===== src/rtl/kpd_pkg.sv =====
// Types and constants of the keypad scanner.
package kpd_pkg;

    localparam int ROWS    = 4;
    localparam int COLUMNS = 3;
    localparam int ROW_W   = 2;
    localparam int KEY_W   = $clog2(ROWS * COLUMNS);
    localparam int CODE_W  = 8;
    localparam int CNT_W   = 8;
    localparam int CFG_W   = 48;
    localparam int CFG_IDX_W = 2;

    localparam logic CMD_SCAN = 1'b0;
    localparam logic CMD_POP  = 1'b1;

    localparam logic [CFG_IDX_W-1:0] CFG_DEBOUNCE    = 2'd0;
    localparam logic [CFG_IDX_W-1:0] CFG_CODES_FIRST = 2'd1;
    localparam logic [CFG_IDX_W-1:0] CFG_CODES_LAST  = 2'd2;

    localparam logic [CNT_W-1:0] RESET_DEBOUNCE    = 8'd5;
    localparam logic [CFG_W-1:0] RESET_CODES_FIRST = 48'd59602136937009;
    localparam logic [CFG_W-1:0] RESET_CODES_LAST  = 48'd38689773795383;

    typedef struct packed {
        logic [COLUMNS-1:0][CNT_W-1:0] cnt;
        logic [COLUMNS-1:0]            stable;
        logic [COLUMNS-1:0]            last;
    } row_state_t;

    localparam row_state_t RESET_ROW = '{
        cnt:    {COLUMNS{RESET_DEBOUNCE}},
        stable: '0,
        last:   '0
    };

    typedef struct packed {
        logic                           scan;
        logic                           pop;
        logic [COLUMNS-1:0]             press;
        logic [COLUMNS-1:0][CODE_W-1:0] codes;
    } queue_req_t;

    typedef struct packed {
        logic valid;
        logic empty;
        logic dropped;
    } queue_stat_t;

    typedef struct packed {
        logic [ROW_W-1:0] next_row;
        logic             valid;
        logic             empty;
        logic             dropped;
    } stage_t;

endpackage


===== src/rtl/kpd_row_store.sv =====
// Row state memory with per-row valid bits and write-to-read forwarding.
module kpd_row_store
(
    input  logic                              clk,
    input  logic                              rst_n,
    input  logic                              we,
    input  logic [kpd_pkg::ROW_W-1:0]         waddr,
    input  kpd_pkg::row_state_t               wdata,
    input  logic [kpd_pkg::ROW_W-1:0]         raddr,
    output kpd_pkg::row_state_t               rdata
);

    kpd_pkg::row_state_t             row_mem [kpd_pkg::ROWS];
    logic [kpd_pkg::ROWS-1:0]        valid_reg;
    kpd_pkg::row_state_t             rdata_reg;
    logic                            rvalid_reg;
    logic                            hit;

    assign hit = we && (waddr == raddr);

    always_ff @(posedge clk)
    begin
        if (we)
        begin
            row_mem[waddr] <= wdata;
        end
        rdata_reg <= hit ? wdata : row_mem[raddr];
    end

    always_ff @(posedge clk or negedge rst_n)
    begin
        if (!rst_n)
        begin
            valid_reg  <= '0;
            rvalid_reg <= 1'b0;
        end
        else
        begin
            if (we)
            begin
                valid_reg[waddr] <= 1'b1;
            end
            rvalid_reg <= hit || valid_reg[raddr];
        end
    end

    assign rdata = rvalid_reg ? rdata_reg : kpd_pkg::RESET_ROW;

endmodule


===== src/rtl/kpd_debounce.sv =====
// Debounce update of one row of keys and key code lookup.
module kpd_debounce
(
    input  logic [kpd_pkg::COLUMNS-1:0]                      levels,
    input  logic [kpd_pkg::ROW_W-1:0]                        row,
    input  kpd_pkg::row_state_t                              cur,
    input  logic [kpd_pkg::CNT_W-1:0]                        debounce_ticks,
    input  logic [kpd_pkg::CFG_W-1:0]                        codes_first,
    input  logic [kpd_pkg::CFG_W-1:0]                        codes_last,
    output kpd_pkg::row_state_t                              nxt,
    output logic [kpd_pkg::COLUMNS-1:0]                      press,
    output logic [kpd_pkg::COLUMNS-1:0][kpd_pkg::CODE_W-1:0] codes
);

    logic [2*kpd_pkg::CFG_W-1:0] code_table;

    assign code_table = {codes_last, codes_first};

    always_comb
    begin
        logic                      rd;
        logic [kpd_pkg::KEY_W-1:0] key_idx;
        nxt   = cur;
        press = '0;
        for (int c = 0; c < kpd_pkg::COLUMNS; c++)
        begin
            rd      = levels[c];
            key_idx = kpd_pkg::KEY_W'(int'(row) * kpd_pkg::COLUMNS + c);
            codes[c] = code_table[{key_idx, 3'b000} +: kpd_pkg::CODE_W];
            if (rd == cur.last[c])
            begin
                if (cur.cnt[c] != '0)
                begin
                    nxt.cnt[c] = cur.cnt[c] - 8'd1;
                    if ((nxt.cnt[c] == '0) && (rd != cur.stable[c]))
                    begin
                        nxt.stable[c] = rd;
                        press[c]      = !rd;
                    end
                end
            end
            else
            begin
                nxt.last[c] = rd;
                nxt.cnt[c]  = debounce_ticks;
            end
        end
    end

endmodule


===== src/rtl/kpd_key_queue.sv =====
// Key code queue in one bank memory per column, up to one push per bank a cycle.
module kpd_key_queue #(
    parameter int QUEUE_KEYS = 16
)
(
    input  logic                        clk,
    input  logic                        rst_n,
    input  kpd_pkg::queue_req_t         req,
    output kpd_pkg::queue_stat_t        stat,
    output logic [kpd_pkg::CODE_W-1:0]  pop_code
);

    localparam int BANKS = kpd_pkg::COLUMNS;
    localparam int DEPTH = (QUEUE_KEYS + BANKS - 1) / BANKS;
    localparam int RW    = (DEPTH > 1) ? $clog2(DEPTH) : 1;
    localparam int BW    = $clog2(BANKS);
    localparam int CW    = $clog2(QUEUE_KEYS + 1);
    localparam int NW    = $clog2(BANKS + 1);

    logic [CW-1:0] count_reg, count_next;
    logic [BW-1:0] wr_bank_reg, wr_bank_next;
    logic [RW-1:0] wr_row_reg, wr_row_next;
    logic [BW-1:0] rd_bank_reg, rd_bank_next;
    logic [RW-1:0] rd_row_reg, rd_row_next;
    logic [BW-1:0] rd_sel_reg;
    logic [kpd_pkg::CODE_W-1:0] rdata_reg [BANKS];

    logic [NW-1:0] n_push;
    logic [kpd_pkg::CODE_W-1:0] push_code [BANKS];
    logic [CW-1:0] avail;
    logic          dropped;
    logic          pop_ok;

    function automatic logic [RW-1:0] row_inc(input logic [RW-1:0] r);
        return (r == RW'(DEPTH - 1)) ? '0 : r + RW'(1);
    endfunction

    always_comb
    begin
        avail   = count_reg;
        n_push  = '0;
        dropped = 1'b0;
        for (int j = 0; j < BANKS; j++)
        begin
            push_code[j] = '0;
        end
        for (int c = 0; c < BANKS; c++)
        begin
            if (req.scan && req.press[c])
            begin
                if (avail < CW'(QUEUE_KEYS))
                begin
                    push_code[n_push[BW-1:0]] = req.codes[c];
                    n_push = n_push + NW'(1);
                    avail  = avail + CW'(1);
                end
                else
                begin
                    dropped = 1'b1;
                end
            end
        end
    end

    assign pop_ok = req.pop && (count_reg != '0);

    always_comb
    begin
        logic [BW:0] sum;
        sum          = {1'b0, wr_bank_reg} + (BW+1)'(n_push);
        wr_bank_next = wr_bank_reg;
        wr_row_next  = wr_row_reg;
        rd_bank_next = rd_bank_reg;
        rd_row_next  = rd_row_reg;
        count_next   = avail;
        if (sum >= (BW+1)'(BANKS))
        begin
            wr_bank_next = BW'(sum - (BW+1)'(BANKS));
            wr_row_next  = row_inc(wr_row_reg);
        end
        else
        begin
            wr_bank_next = sum[BW-1:0];
        end
        if (pop_ok)
        begin
            count_next = count_reg - CW'(1);
            if (rd_bank_reg == BW'(BANKS - 1))
            begin
                rd_bank_next = '0;
                rd_row_next  = row_inc(rd_row_reg);
            end
            else
            begin
                rd_bank_next = rd_bank_reg + BW'(1);
            end
        end
    end

    for (genvar b = 0; b < BANKS; b++)
    begin : g_bank
        logic [kpd_pkg::CODE_W-1:0] bank_mem [DEPTH];
        logic [BW:0]                off_raw;
        logic [BW-1:0]              off;
        logic                       we;
        logic [RW-1:0]              waddr;

        always_comb
        begin
            off_raw = (BW+1)'(b + BANKS) - (BW+1)'(wr_bank_reg);
            off     = (off_raw >= (BW+1)'(BANKS)) ? BW'(off_raw - (BW+1)'(BANKS))
                                                  : off_raw[BW-1:0];
            we      = (NW'(off) < n_push);
            waddr   = (BW'(b) < wr_bank_reg) ? row_inc(wr_row_reg) : wr_row_reg;
        end

        always_ff @(posedge clk)
        begin
            if (we)
            begin
                bank_mem[waddr] <= push_code[off];
            end
            if (req.pop)
            begin
                rdata_reg[b] <= bank_mem[rd_row_reg];
            end
        end
    end

    always_ff @(posedge clk)
    begin
        if (req.pop)
        begin
            rd_sel_reg <= rd_bank_reg;
        end
    end

    always_ff @(posedge clk or negedge rst_n)
    begin
        if (!rst_n)
        begin
            count_reg   <= '0;
            wr_bank_reg <= '0;
            wr_row_reg  <= '0;
            rd_bank_reg <= '0;
            rd_row_reg  <= '0;
        end
        else
        begin
            count_reg   <= count_next;
            wr_bank_reg <= wr_bank_next;
            wr_row_reg  <= wr_row_next;
            rd_bank_reg <= rd_bank_next;
            rd_row_reg  <= rd_row_next;
        end
    end

    assign stat.valid   = pop_ok;
    assign stat.empty   = (count_next == '0);
    assign stat.dropped = dropped;
    assign pop_code     = rdata_reg[rd_sel_reg];

endmodule


===== src/rtl/matrix_keypad_scanner_unit.sv =====
// Top level of the 4x3 keypad scanner with per-key debounce and key queue.
//
// Input stream: s_tuser[0] is the request kind (0 scan tick, 1 pop), s_tdata[2:0]
// carries the column levels sampled while next_row is driven low.
// Output stream: one result per input request, in request order, in m_tdata.
// Config channel: cfg_index 0 debounce ticks, 1 codes of rows 0-1, 2 codes of
// rows 2-3; cfg_ready is always high; the user must write only while the block
// idles, which the block itself does not enforce. Throughput: one request per
// cycle while the output is not stalled. The row state memory read is registered
// (prefetched at the next row address), as are the key queue bank reads on a pop.
// The queue is split into three bank memories so that a scan that validates
// presses on all three columns writes all of them in the same cycle.
// Reset: row 0 next, queue empty, all keys held pressed with counters at 5,
// debounce 5 and default key codes; row valid bits stand in for the row memory
// contents, so no clearing pass runs and requests are taken right away.
// Stall: a result waits in the output register while m_tready is low; one more
// request is taken into the middle stage, then s_tready drops until the
// output register drains.
module matrix_keypad_scanner_unit #(
    parameter int QUEUE_KEYS = 16
)
(
    input  logic                              clk,
    input  logic                              rst_n,
    input  logic                              s_tvalid,
    output logic                              s_tready,
    input  logic [7:0]                        s_tdata,   // [2:0] column_levels
    input  logic [0:0]                        s_tuser,   // [0] command
    output logic                              m_tvalid,
    input  logic                              m_tready,
    output logic [15:0]                       m_tdata,   // [1:0] next_row, [9:2] key_code,
                                                         // [10] key_valid, [11] queue_empty,
                                                         // [12] key_dropped
    input  logic                              cfg_valid,
    output logic                              cfg_ready,
    input  logic [kpd_pkg::CFG_IDX_W-1:0]     cfg_index,
    input  logic [kpd_pkg::CFG_W-1:0]         cfg_data
);

    logic [kpd_pkg::CNT_W-1:0]  debounce_reg;
    logic [kpd_pkg::CFG_W-1:0]  codes_first_reg;
    logic [kpd_pkg::CFG_W-1:0]  codes_last_reg;
    logic [kpd_pkg::ROW_W-1:0]  scan_row_reg, scan_row_next;
    logic                       p1_valid_reg, p1_valid_next;
    kpd_pkg::stage_t            p1_reg, p1_next;
    logic                       out_valid_reg, out_valid_next;
    logic [15:0]                out_data_reg;

    logic                       accept;
    logic                       p1_adv;
    kpd_pkg::row_state_t        row_cur;
    kpd_pkg::row_state_t        row_new;
    logic [kpd_pkg::COLUMNS-1:0] press;
    logic [kpd_pkg::COLUMNS-1:0][kpd_pkg::CODE_W-1:0] codes;
    kpd_pkg::queue_req_t        qreq;
    kpd_pkg::queue_stat_t       qstat;
    logic [kpd_pkg::CODE_W-1:0] pop_code;

    assign cfg_ready = 1'b1;
    assign p1_adv    = p1_valid_reg && (!out_valid_reg || m_tready);
    assign s_tready  = !p1_valid_reg || p1_adv;
    assign accept    = s_tvalid && s_tready;

    assign qreq.scan  = accept && (s_tuser[0] == kpd_pkg::CMD_SCAN);
    assign qreq.pop   = accept && (s_tuser[0] == kpd_pkg::CMD_POP);
    assign qreq.press = press;
    assign qreq.codes = codes;

    always_comb
    begin
        scan_row_next = scan_row_reg;
        if (qreq.scan)
        begin
            scan_row_next = (scan_row_reg == kpd_pkg::ROW_W'(kpd_pkg::ROWS - 1))
                          ? '0 : scan_row_reg + kpd_pkg::ROW_W'(1);
        end
    end

    kpd_row_store u_row_store
    (
        .clk   (clk),
        .rst_n (rst_n),
        .we    (qreq.scan),
        .waddr (scan_row_reg),
        .wdata (row_new),
        .raddr (scan_row_next),
        .rdata (row_cur)
    );

    kpd_debounce u_debounce
    (
        .levels         (s_tdata[kpd_pkg::COLUMNS-1:0]),
        .row            (scan_row_reg),
        .cur            (row_cur),
        .debounce_ticks (debounce_reg),
        .codes_first    (codes_first_reg),
        .codes_last     (codes_last_reg),
        .nxt            (row_new),
        .press          (press),
        .codes          (codes)
    );

    kpd_key_queue #(
        .QUEUE_KEYS (QUEUE_KEYS)
    ) u_key_queue
    (
        .clk      (clk),
        .rst_n    (rst_n),
        .req      (qreq),
        .stat     (qstat),
        .pop_code (pop_code)
    );

    always_comb
    begin
        p1_next          = p1_reg;
        p1_valid_next    = p1_valid_reg;
        if (accept)
        begin
            p1_next.next_row = scan_row_next;
            p1_next.valid    = qstat.valid;
            p1_next.empty    = qstat.empty;
            p1_next.dropped  = qstat.dropped;
            p1_valid_next    = 1'b1;
        end
        else if (p1_adv)
        begin
            p1_valid_next = 1'b0;
        end
        out_valid_next = out_valid_reg;
        if (p1_adv)
        begin
            out_valid_next = 1'b1;
        end
        else if (m_tready)
        begin
            out_valid_next = 1'b0;
        end
    end

    always_ff @(posedge clk)
    begin
        p1_reg <= p1_next;
        if (p1_adv)
        begin
            out_data_reg <= {3'b000, p1_reg.dropped, p1_reg.empty, p1_reg.valid,
                             p1_reg.valid ? pop_code : kpd_pkg::CODE_W'(0),
                             p1_reg.next_row};
        end
    end

    always_ff @(posedge clk or negedge rst_n)
    begin
        if (!rst_n)
        begin
            scan_row_reg    <= '0;
            p1_valid_reg    <= 1'b0;
            out_valid_reg   <= 1'b0;
            debounce_reg    <= kpd_pkg::RESET_DEBOUNCE;
            codes_first_reg <= kpd_pkg::RESET_CODES_FIRST;
            codes_last_reg  <= kpd_pkg::RESET_CODES_LAST;
        end
        else
        begin
            scan_row_reg  <= scan_row_next;
            p1_valid_reg  <= p1_valid_next;
            out_valid_reg <= out_valid_next;
            if (cfg_valid && cfg_ready)
            begin
                case (cfg_index)
                    kpd_pkg::CFG_DEBOUNCE:    debounce_reg    <= cfg_data[kpd_pkg::CNT_W-1:0];
                    kpd_pkg::CFG_CODES_FIRST: codes_first_reg <= cfg_data;
                    kpd_pkg::CFG_CODES_LAST:  codes_last_reg  <= cfg_data;
                    default:                  ;
                endcase
            end
        end
    end

    assign m_tvalid = out_valid_reg;
    assign m_tdata  = out_data_reg;

endmodule


===== config.mk =====
export PLATFORM = sky130hd
export DESIGN_NAME = matrix_keypad_scanner_unit
export DESIGN_NICKNAME = d
export VERILOG_FILES = /design/src/rtl/kpd_pkg.sv /design/src/rtl/kpd_row_store.sv /design/src/rtl/kpd_debounce.sv /design/src/rtl/kpd_key_queue.sv /design/src/rtl/matrix_keypad_scanner_unit.sv
export SDC_FILE = /design/constraint.sdc
export NUM_CORES = 1
export LEC_CHECK = 0
export BUFFER_PORTS_ARGS = -buffer_cell sky130_fd_sc_hd__clkbuf_2
export CORE_ASPECT_RATIO = 0.9
export CORE_UTILIZATION = 45
export CTS_CLUSTER_SIZE = 10
export DETAILED_ROUTE_END_ITERATION = 10
export SYNTH_ARGS = -nofsm -noshare
export SYNTH_HDL_FRONTEND = slang
export SYNTH_SLANG_ARGS = --single-unit

===== constraint.sdc =====
create_clock -name clk -period 6.6 [get_ports clk]
set_input_delay 1.32 -clock clk [delete_from_list [all_inputs] [get_ports clk]]
set_output_delay 1.32 -clock clk [all_outputs]
set_load 0.05 [all_outputs]

# Word level (Yosys, flattened, before mapping)
# Memory sizes are Yosys's and may differ from the RTL's. A register that Yosys moved wholly into a read port is not among the register bits.
# Index checks and enable logic that the tools add are counted.
# totals
input_bits,64
mem_count,5
word_cells,231
mem_bits_rw,288
out_inout_bits,19
regBits,140
# memory_table
name,words,word_bits,read_ports,rd_ports_with_merged_regs,wr,line_no,text
u_row_store.row_mem,4,30,1,1,1,kpd_row_store.sv:13,kpd_pkg::row_state_t row_mem [kpd_pkg::ROWS];
u_key_queue.g_bank[0].bank_mem,6,8,1,0,1,kpd_key_queue.sv:102,logic [kpd_pkg::CODE_W-1:0] bank_mem [DEPTH];
u_key_queue.g_bank[1].bank_mem,6,8,1,0,1,kpd_key_queue.sv:102,
u_key_queue.g_bank[2].bank_mem,6,8,1,0,1,kpd_key_queue.sv:102,
u_key_queue.rdata_reg,3,8,1,1,3,kpd_key_queue.sv:26,logic [kpd_pkg::CODE_W-1:0] rdata_reg [BANKS];
# classes
reduce_logical,39
n_mux,98
bitwise_logic,7
addsub,23
n_mul,1
order_cmp,23
eq_ne,13
n_shift,3
# op_table
operator,n
variable part select 96 x 8 -> 8 bit,3
two-way mux 8 bit,16
two-way mux 24 bit,4
binary-select mux 8 bit (select 2 bit),3
bitwise mux 24 bit,2
two-way mux 1 bit,45
two-way mux 5 bit,7
demux 8 bit (select 2 bit),2
two-way mux 30 bit,1
zero test 8 bit,3
nonzero test 8 bit,3
"subtractor 8 x 1 -> 8 bit, second input constant",3
two-way mux 2 bit,11
"adder 5 x 1 -> 5 bit, second input constant",3
">= comparator 3 bit, second input constant",5
logical AND 1 bit,15
"less-than comparator 5 bit, second input constant",3
two-way mux 3 bit,5
">= comparator 3 x 2 -> 1 bit, second input constant",4
NOT 2 -> 3 bit,4
AND reduction 2 bit,4
"subtractor 2 bit, second input constant",4
"adder 2 x 1 -> 2 bit, second input constant",3
"adder 3 x 1 -> 3 bit, second input constant",2
other kinds (31),52

# Longest topological paths before layout
# depth
ltp_word,23
mapped_depth,26

# Hierarchy
# Synthesis repeated with hierarchy kept, for this count alone.
# unflattened
cells_unflattened,1434
hier_area_um2,21294.2
# by_module_without_submodules
module,instances,area_per_inst_um2,cells_per_inst
kpd_key_queue,1,8976.1,666
matrix_keypad_scanner_unit,1,4982.3,270
kpd_row_store,1,4797.1,209
kpd_debounce,1,2538.7,289

# Least setup slack after synthesis
# No wires, ideal clock.
# synth_path
kind,reg2reg
start,register u_row_store.rvalid_reg
end,memory u_key_queue.g_bank[0].bank_mem[2][0] (netlist name) (enable)
period_less_slack_ns,7.084
path_buffers,4
path_stages_with_launch,23
arrival_time_ns,6.665
setup_ns,0.419
setup_slack_ns,-0.484
cell_sequence,dfrtp_1 > clkbuf_1 > clkbuf_1 > buf_1 > nand2_1 > ha_1 > o211ai_1 > a211o_1 > or4_1 > inv_1 > buf_2 > xnor2_1 > inv_1 > ha_1 > nand2_1 > or4_1 > nor4_1 > or4b_1 > nor2_2 > nor2_1 > a21oi_1 > ha_1 > a2111oi_0
# synth_between
elab_chain_len,18
word_cells_on_any_way,47
cone_classes,add/sub: 6; order compare: 3; eq/ne: 6; mux: 20; reduce/logical: 12
# synth_rtl
item,line_no,text
from (decl),kpd_row_store.sv:16,logic rvalid_reg;
from (signal assigned),kpd_row_store.sv:43,rvalid_reg <= hit || valid_reg[raddr];
two-way mux 30 bit *,kpd_row_store.sv:47,assign rdata = rvalid_reg ? rdata_reg : kpd_pkg::RESET_ROW;
subtractor 8 x 1 -> 8 bit,kpd_debounce.sv:34,nxt.cnt[c] = cur.cnt[c] - 8'd1;
zero test 8 bit,kpd_debounce.sv:35,if ((nxt.cnt[c] == '0) && (rd != cur.stable[c]))
logical AND 1 bit,kpd_debounce.sv:35,
two-way mux 1 bit,kpd_debounce.sv:35,
two-way mux 1 bit,kpd_debounce.sv:32,if (cur.cnt[c] != '0)
two-way mux 1 bit,kpd_debounce.sv:30,if (rd == cur.last[c])
logical AND 1 bit,kpd_key_queue.sv:49,if (req.scan && req.press[c])
(+2 left out),n/a,
two-way mux 5 bit or two-way mux 2 bit (tied branches),kpd_key_queue.sv:51,if (avail < CW'(QUEUE_KEYS))
two-way mux 5 bit or two-way mux 2 bit (tied branches),kpd_key_queue.sv:49,
less-than comparator 5 bit or adder 2 x 1 -> 2 bit (tied branches),"kpd_key_queue.sv:51, kpd_key_queue.sv:54",
two-way mux 2 bit,kpd_key_queue.sv:51,
two-way mux 2 bit *,kpd_key_queue.sv:49,
less-than comparator 2 bit *,kpd_key_queue.sv:113,we = (NW'(off) < n_push);
two-way mux 1 bit *,kpd_key_queue.sv:119,if (we)
two-way mux 1 bit (implied by the code) *,kpd_key_queue.sv:121,bank_mem[waddr] <= push_code[off];
to (decl),kpd_key_queue.sv:102,
# Every way passes the cells marked *; elsewhere a longest branch is shown, timed or not.

# Worst setup path in the final report
# layout_path
start,register u_row_store.rvalid_reg
end,memory u_key_queue.g_bank[2].bank_mem[3][1] (netlist name) (enable)
# layout_between
elab_chain_len,18
word_cells_on_any_way,47
cone_classes,add/sub: 6; order compare: 3; eq/ne: 6; mux: 20; reduce/logical: 12
# layout_rtl
item,line_no
two-way mux 30 bit *,kpd_row_store.sv:47
subtractor 8 x 1 -> 8 bit,kpd_debounce.sv:34
zero test 8 bit,kpd_debounce.sv:35
logical AND 1 bit,kpd_debounce.sv:35
two-way mux 1 bit,kpd_debounce.sv:35
two-way mux 1 bit,kpd_debounce.sv:32
two-way mux 1 bit,kpd_debounce.sv:30
logical AND 1 bit,kpd_key_queue.sv:49
(+2 left out),n/a
two-way mux 5 bit or two-way mux 2 bit (tied branches),kpd_key_queue.sv:51
two-way mux 5 bit or two-way mux 2 bit (tied branches),kpd_key_queue.sv:49
less-than comparator 5 bit or adder 2 x 1 -> 2 bit (tied branches),"kpd_key_queue.sv:51, kpd_key_queue.sv:54"
two-way mux 2 bit,kpd_key_queue.sv:51
two-way mux 2 bit *,kpd_key_queue.sv:49
less-than comparator 2 bit *,kpd_key_queue.sv:113
two-way mux 1 bit *,kpd_key_queue.sv:119
two-way mux 1 bit (implied by the code) *,kpd_key_queue.sv:121
to (decl),kpd_key_queue.sv:102
# Marked as above.

==> results.cfg <==
[status]
status = completed

[grt]
track_usage_pct = 20.2
grt_pass1_wl_microns = 76500
grt_overflow = 0
grt_pass1_vias = 13400
antenna_found_initial = 2
grt_max_degree = 91

[clock_network]
cts_tree = built
path_clk_slew_ns = 0.06
cts-resized-gates = 0
holdBufCountCts = 0
clk_latency_ns = 0.59
clk_path_buf_depth = 3
clock-root-buffer = clkbuf_16
post-cts-setup-buffers = 0
clkSinkCount = 466
cts_buffers = 53
htree_levels = 2

[final_layout]
syn_to_final_growth_pct = 12.6
drive_gt1_share_pct = 25.1
largest_reg_flops = 144
largest-register = u_key_queue.g_bank.bank_mem
top_regs = u_key_queue.g_bank.bank_mem: 144 flops, u_row_store.row_mem: 120 flops
diodes = 0
nets = 1856
final_util_pct = 51.4

[sta]
slew_viol_final = 0
final-setup-viol-count = 0
period_share_pct = 91.1
min_period_ns = 6.01
slew_headroom_pct = 37.7
fin_skew_ns = 0.0181
fmax_mhz = 166
rsz0062_at_grt = false
tns_ns = 0
hold_viol = 0
worst_slew_pin_slew_ns = 0.923

[yosys]
synth.distinct_cells = 82
syn-cell-area_sq_um = 21900
synth_area_leaders = edfxtp_1 (42%), dfrtp_1 (9.7%), mux4_2 (6.6%)
postSynthAreaPerCell_sq_um = 13.1
syn_inst = 1670
postSynth.asyncResetShare_pct = 27.5
post-synth-top-count-cell = edfxtp_1
synth_edf_count = 308
ys.flop_type = edfxtp_1
ys.warnings.count = 0
yosysTopAreaCell = edfxtp_1
netlist.area_leader.share_pct = 42.3
synth_seq_cells = 466
synth_seq_area_share_pct = 59.9
synth_common_cells = edfxtp_1 (308), nand2_1 (203), mux2_2 (119), nor2_1 (89), dfrtp_1 (85)

[setup_path]
required_ns = 6.88
worstPathArrival_ns = 6.29
cp_max_fo = 17
worstSetupEndpointType = flip-flop
reg2reg_depth = 21
path_class = flip-flop to flip-flop
crit_path_start_kind = flip-flop

[route]
avgViaCountPerCell = 5.62
drc = 0
via_count = 13600
ant_nets = 0
drt_iter0_markers = 967
post_drt_wl_per_cell_microns = 20.1
drt_wl_total_microns = 48800
drtPass1Iterations = 4

[die]
fp-row-count = 76
dieArea_sq_um = 49500
die_w_microns = 234
pin_count = 83
die_h_microns = 211
start_util_pct = 45.7
core-area_sq_um = 47900

[pwr]
peakVddDrop_mv = 0.232
fin_total_pwr_mw = 10.5
p_leak_nw = 9.27
p_per_area_nw_per_um2 = 426

[placement]
dp_hpwl_microns = 32200
gp_congestion = 0.854
port_buffers = 73

[min_path]
holdPathStages = 0
worst_hold_path_type = flip-flop to flip-flop

[run]
drv_cap = 0
## critical path: stages (launching register included)
cell,delay (ns)
dfrtp_1,0.36
buf_4,0.26
nand2_1,0.13
ha_1,0.25
or3_1,0.38
a211o_1,0.34
or4_1,0.53
inv_1,0.14
mux2_2,0.38
ha_1,0.26
nand2_1,0.08
or4_1,0.10
nor4_1,0.04
buf_4,0.18
or4b_1,0.53
nor2_2,0.20
buf_4,0.18
a21oi_1,0.12
buf_4,0.17
ha_1,0.35
a2111oi_1,0.43
buf_4,0.27
## kinds of logic after synthesis
logic type	count (synthesis)	share of synthesized area, %
other cells	2	0.0343
fa+ha+maj	38	2.21
xor+xnor	28	1.16
compound gates	256	7.45
mux	239	15.3
flops	466	59.9
simple gates	497	11.3
buf+inv	144	2.63
## cell usage in the layout, fill, tap and decap left out, types with 14 or more instances in the layout
cell         n
a21oi_1     65
a31oi_1     32
and2_1      19
and3_1      36
buf_4       54
clkbuf_1    43
clkbuf_16   55
clkbuf_2    72
dfrtp_1     82
dfstp_2     43
dfxtp_1     30
edfxtp_1   308
ha_1        37
inv_1       41
mux2_2     119
mux2i_1     53
mux4_2      64
nand2_1    203
nand2b_1    15
nor2_1      89
nor3_1      20
o21ai_0     59
o31a_1      16
or3_1       14
xnor2_1     18
## path summary, 6_finish.rpt
kind / startpoint / to / slack [ns]
min reg2reg: p1_reg[4] / m_tdata[1] / 0.42
min: p1_reg[4] / m_tdata[1] / 0.42
min in group asynchronous: rst_n / codes_last_reg[44] / 0.81
max: u_row_store.rvalid_reg / u_key_queue.g_bank[2].bank_mem[3][1] / 0.59
max in group asynchronous: rst_n / u_key_queue.rd_row_reg[0] / 4.65
max reg2reg: u_row_store.rvalid_reg / u_key_queue.g_bank[2].bank_mem[3][1] / 0.59
## through the flow
stage	hold slack (ns)	instance area [sq um]	setup slack, ns	cells
2_1_floorplan	0.400	21900	-0.108	1672
3_3_place_gp	0.408	23100	0.176	2323
3_5_place_dp	0.413	23100	0.0873	2323
4_1_cts	0.421	24600	0.609	2423
5_1_grt	0.447	24600	0.218	2423
6_report	0.418	24600	0.590	2423
## power breakdown
group / internal (mW) / switching [mW] / leakage (nW)
combinational: 1.44 / 2.15 / 3.83
clock: 1.55 / 1.12 / 0.733
sequential: 3.88 / 0.352 / 4.71
total: 6.87 / 3.62 / 9.27
## routing by layer
| metal | track usage [%] | vias to the layer above | share of wire, % |
|---|---|---|---|
| met4 | 5.61 | 2 | 2.1 |
| met3 | 3.87 | 79 | 5.5 |
| met5 | 0 | - | 0.023 |
| met1 | 30.2 | 6804 | 49 |
| li1 | - | 6409 | - |
| met2 | 29.8 | 329 | 44 |
## layout make-up
cell class              count  area (sq um)
clock inverters             2          16.3
flip-flops and latches    466         13100
fillers                  4089         23300
repair buffers            127           777
inverters                  44           165
clock buffers              98          1540
well taps                 624           781
multi-input cells        1062          8250
Power figures use the tool's default switching activity.
